===== src/sha256_pkg.sv =====
// Package: SHA-256 constants and round functions.
`timescale 1ns / 1ps
package sha256_pkg;

  localparam logic [31:0] H_INIT [8] = '{
    32'h6a09e667, 32'hbb67ae85, 32'h3c6ef372, 32'ha54ff53a,
    32'h510e527f, 32'h9b05688c, 32'h1f83d9ab, 32'h5be0cd19
  };

  localparam logic [31:0] ROUND_K [64] = '{
    32'h428a2f98, 32'h71374491, 32'hb5c0fbcf, 32'he9b5dba5, 32'h3956c25b, 32'h59f111f1,
    32'h923f82a4, 32'hab1c5ed5, 32'hd807aa98, 32'h12835b01, 32'h243185be, 32'h550c7dc3,
    32'h72be5d74, 32'h80deb1fe, 32'h9bdc06a7, 32'hc19bf174, 32'he49b69c1, 32'hefbe4786,
    32'h0fc19dc6, 32'h240ca1cc, 32'h2de92c6f, 32'h4a7484aa, 32'h5cb0a9dc, 32'h76f988da,
    32'h983e5152, 32'ha831c66d, 32'hb00327c8, 32'hbf597fc7, 32'hc6e00bf3, 32'hd5a79147,
    32'h06ca6351, 32'h14292967, 32'h27b70a85, 32'h2e1b2138, 32'h4d2c6dfc, 32'h53380d13,
    32'h650a7354, 32'h766a0abb, 32'h81c2c92e, 32'h92722c85, 32'ha2bfe8a1, 32'ha81a664b,
    32'hc24b8b70, 32'hc76c51a3, 32'hd192e819, 32'hd6990624, 32'hf40e3585, 32'h106aa070,
    32'h19a4c116, 32'h1e376c08, 32'h2748774c, 32'h34b0bcb5, 32'h391c0cb3, 32'h4ed8aa4a,
    32'h5b9cca4f, 32'h682e6ff3, 32'h748f82ee, 32'h78a5636f, 32'h84c87814, 32'h8cc70208,
    32'h90befffa, 32'ha4506ceb, 32'hbef9a3f7, 32'hc67178f2
  };

  localparam logic [7:0] PAD_BYTE = 8'h80;

  function automatic logic [31:0] rotr(input logic [31:0] x, input int n);
    rotr = (x >> n) | (x << (32 - n));
  endfunction

  function automatic logic [31:0] big_s0(input logic [31:0] x);
    big_s0 = rotr(x, 2) ^ rotr(x, 13) ^ rotr(x, 22);
  endfunction

  function automatic logic [31:0] big_s1(input logic [31:0] x);
    big_s1 = rotr(x, 6) ^ rotr(x, 11) ^ rotr(x, 25);
  endfunction

  function automatic logic [31:0] small_s0(input logic [31:0] x);
    small_s0 = rotr(x, 7) ^ rotr(x, 18) ^ (x >> 3);
  endfunction

  function automatic logic [31:0] small_s1(input logic [31:0] x);
    small_s1 = rotr(x, 17) ^ rotr(x, 19) ^ (x >> 10);
  endfunction

endpackage


===== src/sha256_message_hasher.sv =====
// Top level: streaming SHA-256 hasher with one shared round unit.
`timescale 1ns / 1ps
// Usage
//  s_axis: one item per accepted beat. tdata[7:0] = data_byte, tuser = has_byte,
//  tlast = last (ends the message; its byte, if any, is taken first).
//  m_axis: eight items per message, tdata[31:0] = digest_word,
//  tuser[2:0] = word_index, tlast = last_word (on word 7). Words go out most
//  significant first.
// Timing
//  A byte that does not fill a block leaves the hasher idle and ready. The 64th
//  byte of a block starts a compression: load the schedule from the block
//  memory, 64 rounds at one per cycle, fold into the chain. No new byte is
//  taken until the fold is done. A last item writes padding one byte per
//  cycle from the 0x80 position to byte 63, plus a full pass when the length
//  needs a second block, each pass followed by a compression, then 8 output
//  beats. The round unit sets the sustained rate.
// Reset
//  rst (synchronous, high) loads the initial hash values, clears the length
//  and returns to idle. The block memory is not cleared.
// Stall
//  While m_axis_tready is low the current digest word holds; s_axis_tready
//  stays low until all eight words are taken.
module sha256_message_hasher (
  input  logic        clk,
  input  logic        rst,
  input  logic        s_axis_tvalid,
  output logic        s_axis_tready,
  input  logic [7:0]  s_axis_tdata,   // [7:0] data_byte
  input  logic        s_axis_tuser,   // [0] has_byte
  input  logic        s_axis_tlast,   // last
  output logic        m_axis_tvalid,
  input  logic        m_axis_tready,
  output logic [31:0] m_axis_tdata,   // [31:0] digest_word
  output logic [2:0]  m_axis_tuser,   // [2:0] word_index
  output logic        m_axis_tlast    // last_word
);

  localparam logic [2:0] S_IDLE  = 3'd0;
  localparam logic [2:0] S_LOAD  = 3'd1;  // read 16 schedule words from block memory
  localparam logic [2:0] S_ROUND = 3'd2;
  localparam logic [2:0] S_FOLD  = 3'd3;
  localparam logic [2:0] S_PAD   = 3'd4;  // write padding bytes
  localparam logic [2:0] S_OUT   = 3'd5;

  logic [2:0]  state;
  logic [31:0] chain [8];
  logic [31:0] v [8];
  logic [31:0] w [16];
  logic [63:0] total;
  logic [6:0]  cnt;          // round or load counter
  logic [5:0]  pad_pos;
  logic        finishing;    // last item of this message taken
  logic        len_block;    // the block being compressed holds the length
  logic        pad_marked;   // 0x80 already written for this message
  logic [2:0]  out_idx;

  // block memory: 16 words of 32 bits, byte writes, registered read
  logic [31:0] mem [16];
  logic        mem_we;
  logic [5:0]  mem_waddr;
  logic [7:0]  mem_wdata;
  logic [3:0]  mem_raddr;
  logic [31:0] mem_rdata;

  always_ff @(posedge clk) begin
    if (mem_we) begin
      case (mem_waddr[1:0])
        2'd0: mem[mem_waddr[5:2]][31:24] <= mem_wdata;
        2'd1: mem[mem_waddr[5:2]][23:16] <= mem_wdata;
        2'd2: mem[mem_waddr[5:2]][15:8]  <= mem_wdata;
        default: mem[mem_waddr[5:2]][7:0] <= mem_wdata;
      endcase
    end
    mem_rdata <= mem[mem_raddr];
  end

  logic        accept;
  logic [63:0] bits;
  logic [31:0] wt, t1, t2;
  logic [5:0]  rnd;

  assign s_axis_tready = (state == S_IDLE);
  assign accept = s_axis_tvalid && s_axis_tready;
  assign bits = {total[60:0], 3'b000};
  assign rnd = cnt[5:0];

  // memory write: message byte at the length position in idle, padding byte at pad_pos
  always_comb begin
    mem_we = 1'b0;
    mem_waddr = total[5:0];
    mem_wdata = s_axis_tdata;
    mem_raddr = cnt[3:0];
    if (state == S_IDLE) begin
      mem_we = accept && s_axis_tuser;
    end else if (state == S_PAD) begin
      mem_we = 1'b1;
      mem_waddr = pad_pos;
      if (pad_pos == total[5:0] && !len_block) begin
        mem_wdata = sha256_pkg::PAD_BYTE;
      end else if (pad_pos >= 6'd56 && len_block) begin
        mem_wdata = bits[6'(63 - 8 * (32'(pad_pos) - 56)) -: 8];
      end else begin
        mem_wdata = 8'h00;
      end
    end
  end

  // message schedule word and round terms t1, t2 for this round
  always_comb begin
    if (rnd < 6'd16) begin
      wt = w[rnd[3:0]];
    end else begin
      wt = sha256_pkg::small_s1(w[4'(rnd - 6'd2)]) + w[4'(rnd - 6'd7)] +
           sha256_pkg::small_s0(w[4'(rnd - 6'd15)]) + w[rnd[3:0]];
    end
    t1 = v[7] + sha256_pkg::big_s1(v[4]) + ((v[4] & v[5]) ^ (~v[4] & v[6])) +
         sha256_pkg::ROUND_K[rnd] + wt;
    t2 = sha256_pkg::big_s0(v[0]) + ((v[0] & v[1]) ^ (v[0] & v[2]) ^ (v[1] & v[2]));
  end

  always_ff @(posedge clk) begin
    if (rst) begin
      state <= S_IDLE;
      total <= '0;
      cnt <= '0;
      finishing <= 1'b0;
      len_block <= 1'b0;
      pad_marked <= 1'b0;
      out_idx <= '0;
      pad_pos <= '0;
      for (int i = 0; i < 8; i++) chain[i] <= sha256_pkg::H_INIT[i];
    end else begin
      unique case (state)
        S_IDLE: begin
          if (accept) begin
            if (s_axis_tuser) total <= total + 64'd1;
            finishing <= s_axis_tlast;
            len_block <= 1'b0;
            pad_marked <= 1'b0;
            if (s_axis_tlast) pad_pos <= s_axis_tuser ? 6'(total[5:0] + 6'd1) : total[5:0];
            if (s_axis_tuser && total[5:0] == 6'd63) begin
              cnt <= '0;
              state <= S_LOAD;
            end else if (s_axis_tlast) begin
              state <= S_PAD;
            end
          end
        end
        S_PAD: begin
          // first pass writes 0x80 then zeros to the block end; the length
          // joins this block when 0x80 lands below byte 56, else a second
          // pass writes zeros up to 55 and the length bytes
          pad_pos <= pad_pos + 6'd1;
          pad_marked <= 1'b1;
          if (pad_pos == 6'd63) begin
            cnt <= '0;
            state <= S_LOAD;
          end else if (!len_block && pad_pos == total[5:0] && pad_pos < 6'd56) begin
            len_block <= 1'b1;
          end
        end
        S_LOAD: begin
          // read data arrives in the cycle after the address
          if (cnt != 7'd0) w[4'(cnt - 7'd1)] <= mem_rdata;
          if (cnt == 7'd16) begin
            cnt <= '0;
            for (int i = 0; i < 8; i++) v[i] <= chain[i];
            state <= S_ROUND;
          end else begin
            cnt <= cnt + 7'd1;
          end
        end
        S_ROUND: begin
          if (rnd >= 6'd16) w[rnd[3:0]] <= wt;
          v[7] <= v[6]; v[6] <= v[5]; v[5] <= v[4]; v[4] <= v[3] + t1;
          v[3] <= v[2]; v[2] <= v[1]; v[1] <= v[0]; v[0] <= t1 + t2;
          cnt <= cnt + 7'd1;
          if (cnt == 7'd63) state <= S_FOLD;
        end
        S_FOLD: begin
          for (int i = 0; i < 8; i++) chain[i] <= chain[i] + v[i];
          if (!finishing) begin
            state <= S_IDLE;
          end else if (len_block) begin
            out_idx <= '0;
            state <= S_OUT;
          end else begin
            // a block of message bytes still needs 0x80; otherwise only the
            // length is left, in a fresh block
            len_block <= pad_marked;
            pad_pos <= '0;
            state <= S_PAD;
          end
        end
        S_OUT: begin
          if (m_axis_tready) begin
            out_idx <= out_idx + 3'd1;
            if (out_idx == 3'd7) begin
              for (int i = 0; i < 8; i++) chain[i] <= sha256_pkg::H_INIT[i];
              total <= '0;
              finishing <= 1'b0;
              state <= S_IDLE;
            end
          end
        end
        default: state <= S_IDLE;
      endcase
    end
  end

  assign m_axis_tvalid = (state == S_OUT);
  assign m_axis_tdata = chain[out_idx];
  assign m_axis_tuser = out_idx;
  assign m_axis_tlast = (out_idx == 3'd7);

endmodule

===== config.mk =====
export PLATFORM = sky130hd
export DESIGN_NAME = sha256_message_hasher
export DESIGN_NICKNAME = d
export VERILOG_FILES = /design/src/sha256_pkg.sv /design/src/sha256_message_hasher.sv
export SDC_FILE = /design/constraint.sdc
export NUM_CORES = 2
export LEC_CHECK = 0
export BUFFER_PORTS_ARGS = -buffer_cell sky130_fd_sc_hd__buf_2
export CAP_MARGIN = 0
export CORE_UTILIZATION = 41
export DETAILED_ROUTE_END_ITERATION = 10
export PLACE_DENSITY = 0.59
export SLEW_MARGIN = 20
export SYNTH_ARGS = -nofsm -noshare
export SYNTH_HDL_FRONTEND = slang
export SYNTH_SLANG_ARGS = --single-unit

===== constraint.sdc =====
create_clock -name clk -period 21.9 [get_ports clk]
set_clock_uncertainty 0.05 [all_clocks]
set_input_delay 4.38 -clock clk [delete_from_list [all_inputs] [get_ports clk]]
set_output_delay 4.38 -clock clk [all_outputs]
set_load 0.02 [all_outputs]

==> impl_metrics.env <==
export IMPL_rsz0062_at_grt="no"
export IMPL_synth_most_common_cell="edfxtp_1"
export IMPL_drive_gt1_share_pct=15.5
export IMPL_power_density_nw_per_um2=131
export IMPL_final_core_util_pct=45.3
export IMPL_grt_max_degree=130
export IMPL_max_cap_viol_count=0
export IMPL_core_um2=248000
export IMPL_wirelength_um=329000
export IMPL_nFillCells=22227
export IMPL_leakage_nw=39.7
export IMPL_gr_total_overflow=0
export IMPL_synth_cell_types=90
export IMPL_wire_per_inst_um=27.6
export IMPL_clk_pin_slew_worst_paths_ns=0.06
export IMPL_synthToLayoutAreaGrowth_pct=10.0
export IMPL_start_util_pct=41.2
export IMPL_ys_flop_type="edfxtp_1"
export IMPL_hold_class="flip-flop to flip-flop"
export IMPL_dp_hpwl_um=231000
export IMPL_slowest_stage="buf_4"
export IMPL_antenna_found_initial=7
export IMPL_crit_fanout=57
export IMPL_fin_cells=11913
export IMPL_gr_usage_all_layers_pct=26.0
export IMPL_end_kind="flip-flop"
export IMPL_synthesis_area_um2=102000
export IMPL_grt_pass1_vias=71545
export IMPL_crit_path_start_kind="flip-flop"
export IMPL_ys_warn_count=0
export IMPL_synth_area_leader_cell="edfxtp_1"
export IMPL_cts_resized=0
export IMPL_synth_seq_area_share_pct=46.2
export IMPL_status="finished, final reports clean"
export IMPL_post_place_cells=11565
export IMPL_cts_tree="built"
export IMPL_cts_sinks=1658
export IMPL_cts_buffer_depth=3
export IMPL_io_buffers=51
export IMPL_finalSetupTns_ns=0
export IMPL_worst_pin_slew_ns=1.17
export IMPL_clkLatencyLatePin_ns=0.89
export IMPL_required_ns=22.40
export IMPL_synth_top_area_share_pct=41.3
export IMPL_post_cts_setup_buffers=0
export IMPL_yosys_top_cells_area="edfxtp_1 41%, mux4_2 16%, ha_1 4.9%"
export IMPL_synth_edf_count=1408
export IMPL_syn_inst=8519
export IMPL_slew_headroom_pct=21.1
export IMPL_avgSynthCellArea_um2=12.0
export IMPL_first_pass_iters=8
export IMPL_arrival_ns=16.15
export IMPL_remaining_drc_errors=0
export IMPL_ff2ff_path_depth=49
export IMPL_hold_viol=0
export IMPL_ctsHoldBuffers=0
export IMPL_die_w_um=502
export IMPL_nets=9036
export IMPL_drt_iter0_markers=8597
export IMPL_clock_fmax_mhz=63.9
export IMPL_root_buffer="clkbuf_16"
export IMPL_die_h_um=502
export IMPL_num_rows=183
export IMPL_dieArea_um2=252000
export IMPL_max_stage_delay_ns=0.84
export IMPL_ir_drop_mv=0.176
export IMPL_final_setup_viol_count=0
export IMPL_num_vias=72484
export IMPL_place_congestion=0.996
export IMPL_ant_nets=0
export IMPL_htree_levels=4
export IMPL_synth_common_cells="1408 x edfxtp_1, 1262 x nand2_1, 715 x mux4_2"
export IMPL_hold_path_cell_count=2
export IMPL_vias_per_cell=6.08
export IMPL_crit_type="flip-flop to flip-flop"
export IMPL_ioPinCount=52
export IMPL_postSynth_asyncResetShare_pct=0
export IMPL_synth_seq_cells=1658
export IMPL_numCtsBuffers=184
export IMPL_finalMaxSlewViolations=0
export IMPL_grt_pass1_wl_um=484000
export IMPL_fin_crit_ns=15.65
export IMPL_syn_num_nets=9134
export IMPL_period_share_pct=71.5
[logic make-up (layout without fill, tap and decap cells)]
kind of cell | count (synthesis) | after routing | synth area share (%)
mux | 832 | 832 | 17.0
fa+ha+maj | 606 | 606 | 8.84
xor+xnor | 617 | 617 | 5.31
flops | 1658 | 1658 | 46.2
buf+inv | 903 | 964 | 3.37
compound gates | 1539 | 1539 | 9.33
simple gates | 2364 | 2364 | 9.99
other cells | 0 | 3 | 0
[layer usage]
metal	part of all wire, %	global-route usage (%)	vias to the layer above	wire length [µm]
li1	-	-	31547	-
met1	41	34.5	36803	134000
met2	47	41.7	3429	153000
met4	5.1	11.7	2	16800
met3	7.7	4.16	703	25300
met5	0.0043	0	-	14
[path summary, 6_finish.rpt]
| check | startpoint | endpoint | slack [ns] |
|---|---|---|---|
| worst max register to register | cnt[0] | v[0][30] | 6.25 |
| worst min register to register | chain[7][2] | chain[7][2] | 0.44 |
| worst min-delay path | chain[7][2] | chain[7][2] | 0.44 |
| worst max-delay path | cnt[0] | v[0][30] | 6.25 |
[placed cells by master, fill, tap and decap left out, types with 26 or more instances in the layout]
cell	synthesis	final
mux4_2	715	715
or3_1	70	70
o21bai_1	41	41
clkinv_2	0	26
xor2_1	223	223
ha_1	404	400
a31oi_1	68	68
clkbuf_1	355	46
o31ai_1	39	39
o21a_1	49	49
nand4_1	32	32
nor3_1	97	96
nor2b_1	51	51
o21ai_1	88	96
buf_2	32	51
a21oi_1	407	406
mux2i_1	50	50
inv_1	424	423
fa_1	197	197
edfxtp_1	1408	1408
o21ai_0	372	347
clkinv_1	3	35
dfxtp_1	250	238
clkbuf_16	0	184
nand2b_1	55	55
xnor2_1	391	391
and2_1	27	27
a211oi_1	57	57
and3_1	74	74
o211ai_1	46	46
a21o_1	173	173
mux2_2	67	67
nor2_1	490	467
buf_4	2	137
nand3_1	126	126
nand2_1	1262	1260
[area by class of cell]
| type | count | area [µm²] | share of cell area [%] |
|---|---|---|---|
| antenna | 3 | 7.51 | 0.00667 |
| clock inverter | 99 | 1160 | 1.03 |
| inverter | 429 | 1620 | 1.43 |
| timing repair buffer | 190 | 1320 | 1.18 |
| sequential | 1658 | 47300 | 42.0 |
| tap | 3330 | 4170 | 3.70 |
| multi-input combinational | 5958 | 52000 | 46.2 |
| clock buffer | 246 | 5000 | 4.44 |
[power breakdown]
group	internal (mW)	switching [mW]	leakage, nW	total (mW)
logic	3.15	4.80	22.2	7.95
clock network	1.79	1.39	2.97	3.17
registers	3.56	0.0547	14.6	3.61
total	8.50	6.24	39.7	14.7
[flip-flops by register name, indices dropped and copies added (netlist names), named ones only]
register / count
len_block: 1
state: 3
m_axis_tuser: 3
v: 256
total: 61
pad_pos: 6
cnt: 7
pad_marked: 1
mem: 512
mem_rdata: 32
chain: 256
w: 512
finishing: 1
[through the flow]
step | hold WS [ns] | worst slack (ns) | cell area (µm²) | power [mW]
global placement | 0.429 | 6.36 | 106000 | 11.4
global route | 0.471 | 5.42 | 113000 | 15.6
floorplan | 0.402 | 6.58 | 102000 | 9.35
detailed placement | 0.434 | 6.29 | 106000 | 11.4
finish | 0.440 | 6.25 | 113000 | 14.7
CTS | 0.443 | 6.25 | 113000 | 14.6
[worst max-delay path, delay by kind of cell, from the launching register on]
| kind | cells | cell delay (ns) |
|---|---|---|
| AOI/OAI and AO/OA | 17 | 4.90 |
| adders and majority gates | 9 | 3.95 |
| buffers and inverters | 9 | 2.53 |
| muxes | 2 | 1.19 |
| and+or+nand+nor | 7 | 1.18 |
| xor gates and xnor gates | 5 | 0.77 |
| DFF | 1 | 0.70 |
Power figures use the tool's default switching activity.
